**src/design/sare_pkg.sv**
```systemverilog
// Shared types and constants for the stereo attack/release envelope.
package sare_pkg;

  localparam int COUNT_BITS  = 20;
  localparam int SAMPLE_BITS = 24;
  localparam int STEP_BITS   = 25;
  localparam int GAIN_BITS   = 17;
  localparam int GAIN_FRAC   = 16;
  localparam int MUL_BITS    = 26;
  localparam int PROD_BITS   = 2 * MUL_BITS;
  localparam int PROD_A_BITS = COUNT_BITS + GAIN_BITS;
  localparam int A_LO_BITS   = 19;
  localparam int A_HI_BITS   = PROD_A_BITS - A_LO_BITS;
  localparam int ACC_BITS    = PROD_A_BITS + STEP_BITS;
  localparam int DEC_SHIFT   = 24;
  localparam int ATT_SHIFT   = 8;

  localparam logic [GAIN_BITS-1:0] GAIN_ONE = GAIN_BITS'(1 << GAIN_FRAC);

  localparam logic [1:0] CFG_ATTACK_LENGTH  = 2'd0;
  localparam logic [1:0] CFG_RELEASE_LENGTH = 2'd1;
  localparam logic [1:0] CFG_ATTACK_STEP    = 2'd2;
  localparam logic [1:0] CFG_RELEASE_STEP   = 2'd3;

  typedef enum logic [1:0] {
    KIND_SAMPLE = 2'd0,
    KIND_START  = 2'd1,
    KIND_STOP   = 2'd2
  } kind_e;

  typedef enum logic [11:0] {
    ST_IDLE  = 12'b0000_0000_0001,
    ST_AGAIN = 12'b0000_0000_0010,
    ST_ASAT  = 12'b0000_0000_0100,
    ST_RMUL0 = 12'b0000_0000_1000,
    ST_RMUL1 = 12'b0000_0001_0000,
    ST_RMUL2 = 12'b0000_0010_0000,
    ST_RADD  = 12'b0000_0100_0000,
    ST_RGAIN = 12'b0000_1000_0000,
    ST_SQ    = 12'b0001_0000_0000,
    ST_CUBE  = 12'b0010_0000_0000,
    ST_SIDE  = 12'b0100_0000_0000,
    ST_WB    = 12'b1000_0000_0000
  } state_e;

  typedef struct packed {
    logic accept;
    logic attack;
    logic release_ramp;
    logic wb_ok;
  } path_t;

endpackage

```
**src/design/sare_mul.sv**
```systemverilog
// Shared signed multiplier with registered product.
module sare_mul import sare_pkg::*; (
  input  logic                        clk_i,
  input  logic signed [MUL_BITS-1:0]  a_i,
  input  logic signed [MUL_BITS-1:0]  b_i,
  output logic signed [PROD_BITS-1:0] prod_o
);

  logic signed [PROD_BITS-1:0] prod_d, prod_q;

  assign prod_d = a_i * b_i;
  assign prod_o = prod_q;

  always_ff @(posedge clk_i) begin
    prod_q <= prod_d;
  end

endmodule

```
**src/design/sare_seq.sv**
```systemverilog
// Sequencer that steps one item through the shared multiplier.
module sare_seq import sare_pkg::*; (
  input  logic   clk_i,
  input  logic   rst_ni,
  input  path_t  path_i,
  output state_e state_o
);

  state_e st_d, st_q;
  logic   side_q, side_d;

  assign state_o = st_q;

  always_comb begin
    st_d   = st_q;
    side_d = side_q;
    unique case (st_q)
      ST_IDLE: begin
        side_d = 1'b0;
        if (path_i.accept) begin
          if (path_i.attack) st_d = ST_AGAIN;
          else if (path_i.release_ramp) st_d = ST_RMUL0;
          else st_d = ST_WB;
        end
      end
      ST_AGAIN: st_d = ST_ASAT;
      ST_ASAT:  st_d = ST_SQ;
      ST_RMUL0: st_d = ST_RMUL1;
      ST_RMUL1: st_d = ST_RMUL2;
      ST_RMUL2: st_d = ST_RADD;
      ST_RADD:  st_d = ST_RGAIN;
      ST_RGAIN: st_d = ST_SQ;
      ST_SQ:    st_d = ST_CUBE;
      ST_CUBE:  st_d = ST_SIDE;
      ST_SIDE: begin
        // left, right, then retire the right product
        if (side_q) st_d = ST_WB;
        side_d = 1'b1;
      end
      ST_WB: begin
        if (path_i.wb_ok) st_d = ST_IDLE;
      end
      default: st_d = ST_IDLE;
    endcase
  end

  always_ff @(posedge clk_i or negedge rst_ni) begin
    if (!rst_ni) begin
      st_q   <= ST_IDLE;
      side_q <= 1'b0;
    end else begin
      st_q   <= st_d;
      side_q <= side_d;
    end
  end

endmodule

```
**src/design/stereo_attack_release_envelope.sv**
```systemverilog
// Stereo attack/release envelope with cubic gain: top level.
// Takes start, stop and stereo sample beats and returns one result beat for each.
// Start, stop, pass-through and muted samples go from idle straight to writeback. A
// sample on the attack ramp first takes the ramp gain and its saturation; one on the
// release ramp the partial products, an add and the gain; both then square, cube and
// scale each side. The single 26x26 multiplier sets this order, since every product
// goes through it in turn: the ramp gain (or three release partial products), square,
// cube, left and right. Input is taken only while the sequencer is idle. A finished
// result waits in the output register, so the next beat can be accepted while the
// previous result is stalled. A second finished result holds the sequencer in
// writeback until the first one leaves. Configuration writes are always ready and are
// expected only while the block is idle.
module stereo_attack_release_envelope import sare_pkg::*; (
  input  logic                          clk_i,
  input  logic                          rst_ni,
  input  logic                          in_valid_i,
  output logic                          in_stall_o,
  input  logic [1:0]                    kind_i,
  input  logic signed [SAMPLE_BITS-1:0] left_sample_i,
  input  logic signed [SAMPLE_BITS-1:0] right_sample_i,
  input  logic                          instant_stop_i,
  output logic                          out_valid_o,
  input  logic                          out_stall_i,
  output logic signed [SAMPLE_BITS-1:0] left_out_o,
  output logic signed [SAMPLE_BITS-1:0] right_out_o,
  output logic                          attack_active_o,
  output logic                          release_active_o,
  output logic                          stop_request_o,
  input  logic                          cfg_valid_i,
  output logic                          cfg_ready_o,
  input  logic [1:0]                    cfg_index_i,
  input  logic [STEP_BITS-1:0]          cfg_data_i
);

  state_e st;
  path_t  path;
  logic   in_acc, wb_ok;

  logic [COUNT_BITS-1:0] alen_q, rlen_q;
  logic [STEP_BITS-1:0]  astep_q, rstep_q;

  logic                  in_attack_q, in_release_q, rdone_q;
  logic [COUNT_BITS-1:0] acount_q, rcount_q;
  logic [GAIN_BITS-1:0]  held_q;

  logic signed [SAMPLE_BITS-1:0] left_q, right_q, lo_q, ro_q;
  logic                          stop_q, ramp_att_q, side_q;
  logic [GAIN_BITS-1:0]          gain_q, g3_q;
  logic [A_HI_BITS-1:0]          a_hi_q;
  logic [ACC_BITS-1:0]           acc_q;

  logic signed [MUL_BITS-1:0]  mul_a, mul_b;
  logic signed [PROD_BITS-1:0] prod;

  logic                          out_valid_q, out_att_q, out_rel_q, out_stop_q;
  logic signed [SAMPLE_BITS-1:0] out_lo_q, out_ro_q;

  logic [PROD_A_BITS-1:0]         att_raw;
  logic [GAIN_BITS-1:0]           att_gain, rel_gain;
  logic [ACC_BITS-DEC_SHIFT-1:0]  dec;
  logic [COUNT_BITS-1:0]          acount_inc, rcount_inc;
  logic signed [SAMPLE_BITS-1:0]  scaled;

  logic                          ro_take_q;
  logic signed [SAMPLE_BITS-1:0] ro_now;

  assign in_stall_o  = (st != ST_IDLE);
  assign in_acc      = in_valid_i && !in_stall_o;
  assign wb_ok       = !out_valid_q || !out_stall_i;
  assign cfg_ready_o = 1'b1;

  assign path.accept       = in_acc;
  assign path.attack       = (kind_i == KIND_SAMPLE) && in_attack_q;
  assign path.release_ramp = (kind_i == KIND_SAMPLE) && !in_attack_q && in_release_q && !rdone_q;
  assign path.wb_ok        = wb_ok;

  sare_seq u_seq (
    .clk_i   (clk_i),
    .rst_ni  (rst_ni),
    .path_i  (path),
    .state_o (st)
  );

  sare_mul u_mul (
    .clk_i  (clk_i),
    .a_i    (mul_a),
    .b_i    (mul_b),
    .prod_o (prod)
  );

  always_comb begin
    mul_a = '0;
    mul_b = '0;
    unique case (st)
      ST_AGAIN: begin
        mul_a = MUL_BITS'(acount_q);
        mul_b = MUL_BITS'(astep_q);
      end
      ST_RMUL0: begin
        mul_a = MUL_BITS'(rcount_q);
        mul_b = MUL_BITS'(held_q);
      end
      ST_RMUL1: begin
        mul_a = MUL_BITS'(prod[A_LO_BITS-1:0]);
        mul_b = MUL_BITS'(rstep_q);
      end
      ST_RMUL2: begin
        mul_a = MUL_BITS'(a_hi_q);
        mul_b = MUL_BITS'(rstep_q);
      end
      ST_SQ: begin
        mul_a = MUL_BITS'(gain_q);
        mul_b = MUL_BITS'(gain_q);
      end
      ST_CUBE: begin
        mul_a = MUL_BITS'(prod[GAIN_FRAC+GAIN_BITS-1:GAIN_FRAC]);
        mul_b = MUL_BITS'(gain_q);
      end
      ST_SIDE: begin
        if (!side_q) begin
          mul_a = MUL_BITS'(left_q);
          mul_b = MUL_BITS'(prod[GAIN_FRAC+GAIN_BITS-1:GAIN_FRAC]);
        end else begin
          mul_a = MUL_BITS'(right_q);
          mul_b = MUL_BITS'(g3_q);
        end
      end
      default: begin
        mul_a = '0;
        mul_b = '0;
      end
    endcase
  end

  // attack gain saturates at 1.0, release gain clamps at zero
  assign att_raw  = prod[ATT_SHIFT+PROD_A_BITS-1:ATT_SHIFT];
  assign att_gain = (att_raw > PROD_A_BITS'(GAIN_ONE)) ? GAIN_ONE : att_raw[GAIN_BITS-1:0];
  assign dec      = acc_q[ACC_BITS-1:DEC_SHIFT];
  assign rel_gain = (dec >= (ACC_BITS-DEC_SHIFT)'(held_q)) ? '0
                  : held_q - dec[GAIN_BITS-1:0];
  assign scaled   = prod[GAIN_FRAC+SAMPLE_BITS-1:GAIN_FRAC];
  assign acount_inc = acount_q + COUNT_BITS'(1);
  assign rcount_inc = rcount_q + COUNT_BITS'(1);

  always_ff @(posedge clk_i or negedge rst_ni) begin
    if (!rst_ni) begin
      alen_q  <= '0;
      rlen_q  <= '0;
      astep_q <= '0;
      rstep_q <= '0;
    end else if (cfg_valid_i && cfg_ready_o) begin
      unique case (cfg_index_i)
        CFG_ATTACK_LENGTH:  alen_q  <= cfg_data_i[COUNT_BITS-1:0];
        CFG_RELEASE_LENGTH: rlen_q  <= cfg_data_i[COUNT_BITS-1:0];
        CFG_ATTACK_STEP:    astep_q <= cfg_data_i;
        CFG_RELEASE_STEP:   rstep_q <= cfg_data_i;
        default: ;
      endcase
    end
  end

  always_ff @(posedge clk_i or negedge rst_ni) begin
    if (!rst_ni) begin
      in_attack_q  <= 1'b0;
      in_release_q <= 1'b0;
      rdone_q      <= 1'b0;
      acount_q     <= '0;
      rcount_q     <= '0;
      held_q       <= '0;
      stop_q       <= 1'b0;
      ramp_att_q   <= 1'b0;
      side_q       <= 1'b0;
    end else begin
      unique case (st)
        ST_IDLE: begin
          side_q <= 1'b0;
          if (in_acc) begin
            stop_q     <= (kind_i == KIND_STOP) && ((rlen_q == '0) || instant_stop_i);
            ramp_att_q <= in_attack_q;
            if (kind_i == KIND_START) begin
              if (alen_q != '0) begin
                acount_q    <= '0;
                in_attack_q <= 1'b1;
              end
              in_release_q <= 1'b0;
              rdone_q      <= 1'b0;
            end else if (kind_i == KIND_STOP) begin
              if (rlen_q != '0 && !instant_stop_i) begin
                if (!in_release_q) begin
                  if (alen_q == '0) held_q <= GAIN_ONE;
                  rcount_q     <= '0;
                  in_release_q <= 1'b1;
                  rdone_q      <= 1'b0;
                end
              end else begin
                held_q       <= '0;
                in_release_q <= 1'b1;
                rdone_q      <= 1'b1;
              end
              in_attack_q <= 1'b0;
            end
          end
        end
        ST_ASAT: held_q <= att_gain;
        ST_SIDE: begin
          side_q <= 1'b1;
          if (side_q) begin
            if (ramp_att_q) begin
              acount_q <= acount_inc;
              if (acount_inc >= alen_q) in_attack_q <= 1'b0;
            end else begin
              rcount_q <= rcount_inc;
              if (({1'b0, rcount_inc} + (COUNT_BITS+1)'(1)) >= {1'b0, rlen_q}) begin
                held_q  <= '0;
                rdone_q <= 1'b1;
                stop_q  <= 1'b1;
              end
            end
          end
        end
        default: ;
      endcase
    end
  end

  // payload path
  always_ff @(posedge clk_i) begin
    unique case (st)
      ST_IDLE: begin
        left_q  <= left_sample_i;
        right_q <= right_sample_i;
        if ((kind_i == KIND_SAMPLE) && !in_attack_q && !in_release_q) begin
          lo_q <= left_sample_i;
          ro_q <= right_sample_i;
        end else begin
          lo_q <= '0;
          ro_q <= '0;
        end
      end
      ST_ASAT:  gain_q <= att_gain;
      ST_RMUL1: a_hi_q <= prod[PROD_A_BITS-1:A_LO_BITS];
      ST_RMUL2: acc_q  <= ACC_BITS'(prod[A_LO_BITS+STEP_BITS-1:0]);
      ST_RADD:  acc_q  <= acc_q + {prod[ACC_BITS-A_LO_BITS-1:0], {A_LO_BITS{1'b0}}};
      ST_RGAIN: gain_q <= rel_gain;
      ST_SIDE: begin
        if (!side_q) begin
          g3_q <= prod[GAIN_FRAC+GAIN_BITS-1:GAIN_FRAC];
        end else begin
          lo_q <= scaled;
        end
      end
      // the right product is held for the output while WB is stalled
      ST_WB: ro_q <= ro_now;
      default: ;
    endcase
  end

  // right product lands the cycle after the side pass; capture it on entry to WB
  always_ff @(posedge clk_i or negedge rst_ni) begin
    if (!rst_ni) begin
      ro_take_q <= 1'b0;
    end else begin
      ro_take_q <= (st == ST_SIDE) && side_q;
    end
  end

  assign ro_now = ro_take_q ? scaled : ro_q;

  always_ff @(posedge clk_i or negedge rst_ni) begin
    if (!rst_ni) begin
      out_valid_q <= 1'b0;
    end else if ((st == ST_WB) && wb_ok) begin
      out_valid_q <= 1'b1;
    end else if (!out_stall_i) begin
      out_valid_q <= 1'b0;
    end
  end

  always_ff @(posedge clk_i) begin
    if ((st == ST_WB) && wb_ok) begin
      out_lo_q   <= lo_q;
      out_ro_q   <= ro_now;
      out_att_q  <= in_attack_q;
      out_rel_q  <= in_release_q;
      out_stop_q <= stop_q;
    end
  end

  assign out_valid_o      = out_valid_q;
  assign left_out_o       = out_lo_q;
  assign right_out_o      = out_ro_q;
  assign attack_active_o  = out_att_q;
  assign release_active_o = out_rel_q;
  assign stop_request_o   = out_stop_q;

`ifndef SYNTHESIS
  a_one_ramp: assert property (@(posedge clk_i) disable iff (!rst_ni)
    !(in_attack_q && in_release_q))
    else $error("attack and release ramps both active");

  a_held_range: assert property (@(posedge clk_i) disable iff (!rst_ni)
    held_q <= GAIN_ONE)
    else $error("held gain above unity");

  a_done_in_rel: assert property (@(posedge clk_i) disable iff (!rst_ni)
    rdone_q |-> in_release_q)
    else $error("release done without release");

  a_stop_flags: assert property (@(posedge clk_i) disable iff (!rst_ni)
    (out_valid_o && stop_request_o) |-> (release_active_o && !attack_active_o))
    else $error("stop request without release state");
`endif

endmodule

```
**config.mk**
```make
export PLATFORM = sky130hd
export DESIGN_NAME = stereo_attack_release_envelope
export DESIGN_NICKNAME = d
export VERILOG_FILES = /design/src/design/sare_pkg.sv /design/src/design/sare_mul.sv /design/src/design/sare_seq.sv /design/src/design/stereo_attack_release_envelope.sv
export SDC_FILE = /design/constraint.sdc
export NUM_CORES = 2
export LEC_CHECK = 0
export BUFFER_PORTS_ARGS = -buffer_cell sky130_fd_sc_hd__buf_2
export CORE_AREA = 2 2 318 320
export CTS_CLUSTER_DIAMETER = 40
export DETAILED_ROUTE_END_ITERATION = 7
export DIE_AREA = 0 0 320 322
export SLEW_MARGIN = 20
export SYNTH_ARGS = -nofsm -noshare
export SYNTH_HDL_FRONTEND = slang
export SYNTH_SLANG_ARGS = --single-unit
```
**constraint.sdc**
```tcl
create_clock -name clk_i -period 17.2 [get_ports clk_i]
set_input_delay 0.86 -clock clk_i [delete_from_list [all_inputs] [get_ports clk_i]]
set_output_delay 0.86 -clock clk_i [all_outputs]
set_load 0.01 [all_outputs]
```
# Yosys cells after proc, flatten, opt, wreduce, memory -nomap -nowiden
# Cells that the tools add are included.
# W data, S select, Z words.
[totals]
ff_bits = 473
latchBits = 0
ramBits = 0
rom_bits = 0
inputBits = 83
output_inout_bits = 54
elab_cells = 196
n_memories = 0
[op_classes]
add_sub_neg = 5
mul = 1
div = 0
magnitude_cmp = 4
n_eq_ne = 38
shifts = 0
muxes = 68
bitwise_logic = 1
n_reduce_logical = 49
[op_table]
columns = ["op", "count"]
rows = [
  ["$mux W20", 12],
  ["$mux W17", 12],
  ["$pmux W26 S7", 1],
  ["$pmux W12 S11", 1],
  ["$pmux W25 S5", 1],
  ["$pmux W62 S2", 1],
  ["$mux W24", 4],
  ["$pmux W24 S2", 2],
  ["$pmux W20 S2", 2],
  ["$add A62 B62 Y62", 1],
  ["$mux W12", 5],
  ["$pmux W17 S3", 1],
  ["$mul A26 B26 Y45", 1],
  ["$add A20 B1 Y20 const B", 2],
  ["$logic_not A20 Y1", 2],
  ["$reduce_bool A20 Y1", 2],
  ["$ge A38 B17 Y1", 1],
  ["$gt A37 B17 Y1 const B", 1],
  ["$pmux W17 S2", 1],
  ["$mux W26", 1],
  ["$ne A2 B2 Y1 const B", 13],
  ["$add A20 B1 Y21 const B", 1],
  ["$ge A21 B20 Y1", 1],
  ["$ge A20 B20 Y1", 1],
  ["other kinds (36)", 96],
]

# Longest topological paths before layout
[depth]
ltp_word = 8
mapped_depth = 37
mapped_depth_nobuf = 33

# Cells and area by module
# A second synthesis with hierarchy kept.
[hier_totals]
hier_cells = 4916
area_unflattened_um2 = 48879.4
[by_module_without_submodules]
columns = ["module", "instances", "cells_per_inst", "area_per_inst_um2"]
rows = [
  ["sare_mul", 1, 2797, 25725.9],
  ["stereo_attack_release_envelope", 1, 2045, 22435.3],
  ["sare_seq", 1, 74, 718.2],
]

# Least setup slack after synthesis
# No wires, ideal clock.
[synth_timing]
path_kind = "register -> register"
start = "reg u_seq.st_q[0] (netlist: u_seq.state_o[0])"
end = "reg u_mul.prod_q[38] (netlist: u_mul.prod_o[38])"
setup_ns = 0.121
arrival_time_ns = 8.287
path_slack_ns = 8.792
path_stages_with_launch = 32
n_path_buf = 4
synth_period_minus_slack_ns = 8.408
path_cell_list = "dfstp_2 -> nor2_1 -> and3_1 -> and4b_1 -> buf_2 -> or2_1 -> clkbuf_1 -> buf_2 -> a221oi_2 -> buf_2 -> nor2_1 -> fa_1 -> inv_1 -> fa_1 -> fa_1 -> fa_1 -> inv_1 -> fa_1 -> fa_1 -> inv_1 -> fa_1 -> inv_1 -> ha_1 -> a21o_1 -> a31o_2 -> a221oi_1 -> nand4_1 -> a41o_1 -> a2111oi_2 -> o21bai_1 -> a21o_1 -> xor2_1"
[synth_via]
elab_chain_cells = 4
elab_cells_between_ends = 12
cone_classes = "mul (1); eq/ne (7); mux (2); reduce/logical (2)"
[synth_lines]
columns = ["item", "line", "source"]
rows = [
  ["start, declared", "sare_seq.sv:9", "state_e st_d, st_q;"],
  ["start signal, assigned", "sare_seq.sv:52", "st_q <= st_d;"],
  ["$eq A12 B9 Y1 (tied with other cells)", "stereo_attack_release_envelope.sv:94", "unique case (st)"],
  ["$reduce_or A2 Y1 (no line)", "-", ""],
  ["$pmux W25 S5", "stereo_attack_release_envelope.sv:94", ""],
  ["$mul A26 B26 Y45 (*)", "sare_mul.sv:11", "assign prod_d = a_i * b_i;"],
  ["via u_mul.prod_d[38]", "sare_mul.sv:9", "logic signed [PROD_BITS-1:0] prod_d, prod_q;"],
  ["end signal, assigned", "sare_mul.sv:15", "prod_q <= prod_d;"],
  ["end, declared", "sare_mul.sv:9", ""],
]
# Mark *: on every way through the listed nets, which the timed path passes. The rest lies on a longest branch.
# A chain may end at the register's enable or synchronous reset.

# Final worst setup path
[layout_timing]
start = "reg u_seq.st_q[3] (netlist: u_seq.state_o[3])"
end = "reg u_mul.prod_q[44] (netlist: u_mul.prod_o[44])"
# The elaborated chain is that of the path after synthesis.

==> results.json <==
{
  "status": "finished clean",
  "ios": 137,
  "io_buffers": 135,
  "die_y_um": 322,
  "hp-class": "primary input to async pin",
  "syn-instance-count": 4517,
  "synth_ff_type": "edfxtp_1",
  "grt_pass1_wl_mm": 217,
  "drt.antenna.violating_nets": 0,
  "cts_tree": "built",
  "arrival_ns": 10.75,
  "setup_violations": 0,
  "drt-total-wl_mm": 143,
  "setup_tns_ns": 0,
  "start_util": 0.446,
  "num_vias": 33900,
  "dieWidth_um": 320,
  "cp_slowest_cell": "fa_1",
  "critPathMaxStageDelay_ns": 0.79,
  "leakage_nw": 22.7,
  "cp.required_ns": 17.74,
  "cts_resized": 0,
  "fin_crit_ns": 10.21,
  "path_max_fanout": 25,
  "maxSlewHeadroom": 0.212,
  "grt_max_degree": 81,
  "first_iter_violations": 3432,
  "gp_congestion": 0.942,
  "async_reset_ff_frac": 0.368,
  "start_kind": "flip-flop",
  "grt_use_total": 0.282,
  "power.ir.vdd_worst_uv": 86.5,
  "fin_skew_ns": 0.0288,
  "ys_types": 98,
  "drc": 0,
  "power_density_nw_per_um2": 78.1,
  "fmax_ghz": 0.0979,
  "ys_seq_elements": 454,
  "hpwl_mm": 109,
  "critPathLaunch": "u_seq.state_o[3]$_DFFE_PN0P_",
  "pre_cts_ws_ns": 7.09,
  "worstSetupPathType": "flip-flop to flip-flop",
  "synth_area_um2": 44400,
  "nFillCells": 9224,
  "ys_seq_area_frac": 0.278,
  "avgViaCountPerCell": 5.65,
  "cts_buffers": 82,
  "tightestPinTransition_ns": 1.18,
  "drive_gt1_frac": 0.114,
  "clk_latency_ns": 0.63,
  "path_clk_slew_ns": 0.05,
  "grt_pass1_vias": 34000,
  "nNetsFinal": 5568,
  "overflow": 0,
  "slew_viol_final": 0,
  "row_count": 116,
  "clock-sinks": 454,
  "power.total_mw": 3.88,
  "core_area_um2": 99600,
  "reg2reg_depth": 30,
  "drv_cap": 0,
  "yosys_warnings": 0,
  "cts_buffer_depth": 3,
  "post-cts-setup-buffers": 0,
  "cts.htree.levels": 3,
  "fin_ws_ns": 6.99,
  "antenna_found_initial": 3,
  "ctsHoldBuffers": 0,
  "dr.pass1.iters": 8,
  "wl_per_cell_um": 23.7,
  "rsz0062_at_grt": "no",
  "fin_crit_sh": 0.594,
  "synth_area_per_cell_um2": 9.84,
  "die-area_um2": 103000,
  "synth_edf_count": 242,
  "area_growth_pct": 11.8,
  "r2r-start": "u_seq.state_o[3]$_DFFE_PN0P_",
  "hold_viol_final": 0,
  "endpoint_kind": "flip-flop",
  "cts_root_buf": "clkbuf_16",
  "cpMostUsedCell": "fa_1"
}
## power breakdown
group	leakage (nW)	switching, mW	total (mW)	internal, mW
combinational	16.3	0.410	0.634	0.224
clock	1.45	0.632	1.75	1.12
sequential	4.91	0.0960	1.50	1.40
total	22.7	1.14	3.88	2.74
## area by class of cell
type                    count  area, um^2  share of cell area
clock buffers              97        2270              0.0458
multi-input cells        3083       28400               0.572
repair buffers            214        1270              0.0257
well taps                1298        1620              0.0327
flip-flops and latches    454       12300               0.249
clock inverters            57         734              0.0148
inverters                 802        3010              0.0606
diodes                      2        5.00            0.000101
## sequential cells by signal (all words and copies together), names as in the netlist, 25 cells and up
register	flops
acc_q	43
astep_q	25
rstep_q	25
u_mul.prod_o	45
## synth_stat cells, drive strengths merged (6+ instances only)
cell type / n / share of area
xor2: 63 / 0.012
mux2: 109 / 0.028
nand2: 497 / 0.042
nor2: 398 / 0.034
buf: 78 / 0.0095
ha: 256 / 0.072
o21bai: 8 / 0.0014
o22ai: 7 / 0.0011
o21ai: 171 / 0.020
or4: 6 / 0.0010
a222oi: 23 / 0.0052
o211ai: 16 / 0.0027
a221oi: 17 / 0.0048
nand2b: 61 / 0.0086
nor4: 31 / 0.0051
xnor2: 90 / 0.018
nand3: 94 / 0.011
a211oi: 9 / 0.0015
o31ai: 23 / 0.0039
a32o: 26 / 0.0059
nand4: 23 / 0.0032
clkbuf: 124 / 0.010
a21o: 52 / 0.0088
a21oi: 133 / 0.015
o21a: 18 / 0.0030
a31oi: 15 / 0.0021
and2: 31 / 0.0044
nor2b: 19 / 0.0027
nor3b: 7 / 0.0014
edfxtp: 242 / 0.16
and3: 39 / 0.0055
dfxtp: 45 / 0.020
inv: 802 / 0.068
mux2i: 33 / 0.0074
fa: 592 / 0.27
a31o: 6 / 0.0012
a22o: 26 / 0.0051
nor3: 21 / 0.0026
dfrtp: 166 / 0.093
a221o: 19 / 0.0043
or3: 8 / 0.0014
a22oi: 34 / 0.0057
## cell families (layout without fill, tap and decap cells)
family,after synthesis,count (layout),share of synthesized area
adders and majority gates,848,848,0.339
AOI/OAI and AO/OA,647,647,0.101
and+or+nand+nor,1267,1267,0.130
other,2,28,0.000169
buffers and inverters,1004,1170,0.0877
xor gates and xnor gates,153,153,0.0302
DFF,454,454,0.278
muxes,142,142,0.0350
## final timing paths
path,endpoint,slack (ns)
worst max-delay path,u_mul.prod_o[44]$_DFF_P_,6.99
worst min-delay path,alen_q[9]$_DFFE_PN0P_,0.30
worst max register to register,u_mul.prod_o[44]$_DFF_P_,6.99
worst min register to register,left_out_o[0]$_DFFE_PP_,0.41
max in group asynchronous,u_seq.state_o[9]$_DFFE_PN0P_,15.15
min in group clk_i,left_out_o[0]$_DFFE_PP_,0.41
## metrics by stage
| stage | instances | utilization | area [um^2] | hold slack, ns |
|---|---|---|---|---|
| global route | 6005 | 0.499 | 49700 | 0.349 |
| CTS | 6005 | 0.499 | 49700 | 0.332 |
| floorplan | 4541 | - | 44500 | 0.400 |
| global placement | 5851 | 0.469 | 46700 | 0.401 |
| detailed placement | 5851 | 0.469 | 46700 | 0.407 |
| finish | 6007 | 0.499 | 49700 | 0.296 |
## routing by layer
layer	part of all wire	up-vias	global-route usage
met5	0.000091	-	0
met4	0.042	2	0.105
met3	0.088	252	0.0474
li1	-	14900	-
met2	0.44	1571	0.432
met1	0.43	17200	0.401
## critical path, delay by kind of cell (launching register included)
kind | cells | cell delay (ns)
flip-flops | 1 | 0.44
AND/OR/NAND/NOR | 8 | 2.85
adder cells (fa/ha/maj) | 8 | 4.42
XOR/XNOR | 1 | 0.12
buffers and inverters | 8 | 1.35
AO/OA/AOI/OAI | 5 | 0.87
## cells in the final DEF, fill, tap and decap left out, types with 27 or more instances in the layout
master and instances:
a22oi_1 34, o21ai_0 144, edfxtp_1 242, dfxtp_1 45, dfrtp_1 165, ha_1 256, and3_1 39, mux2i_1 33
fa_1 592, buf_2 134, nor4_1 27, xor2_1 63, nand2_1 496, mux2_2 109, a21o_1 52, nor2_1 396
a21oi_1 132, clkbuf_16 86, nand2b_1 60, xnor2_1 90, nand3_1 91, buf_4 79, inv_1 800, and2_1 30
No activity file was read; power rests on OpenSTA's default activity.
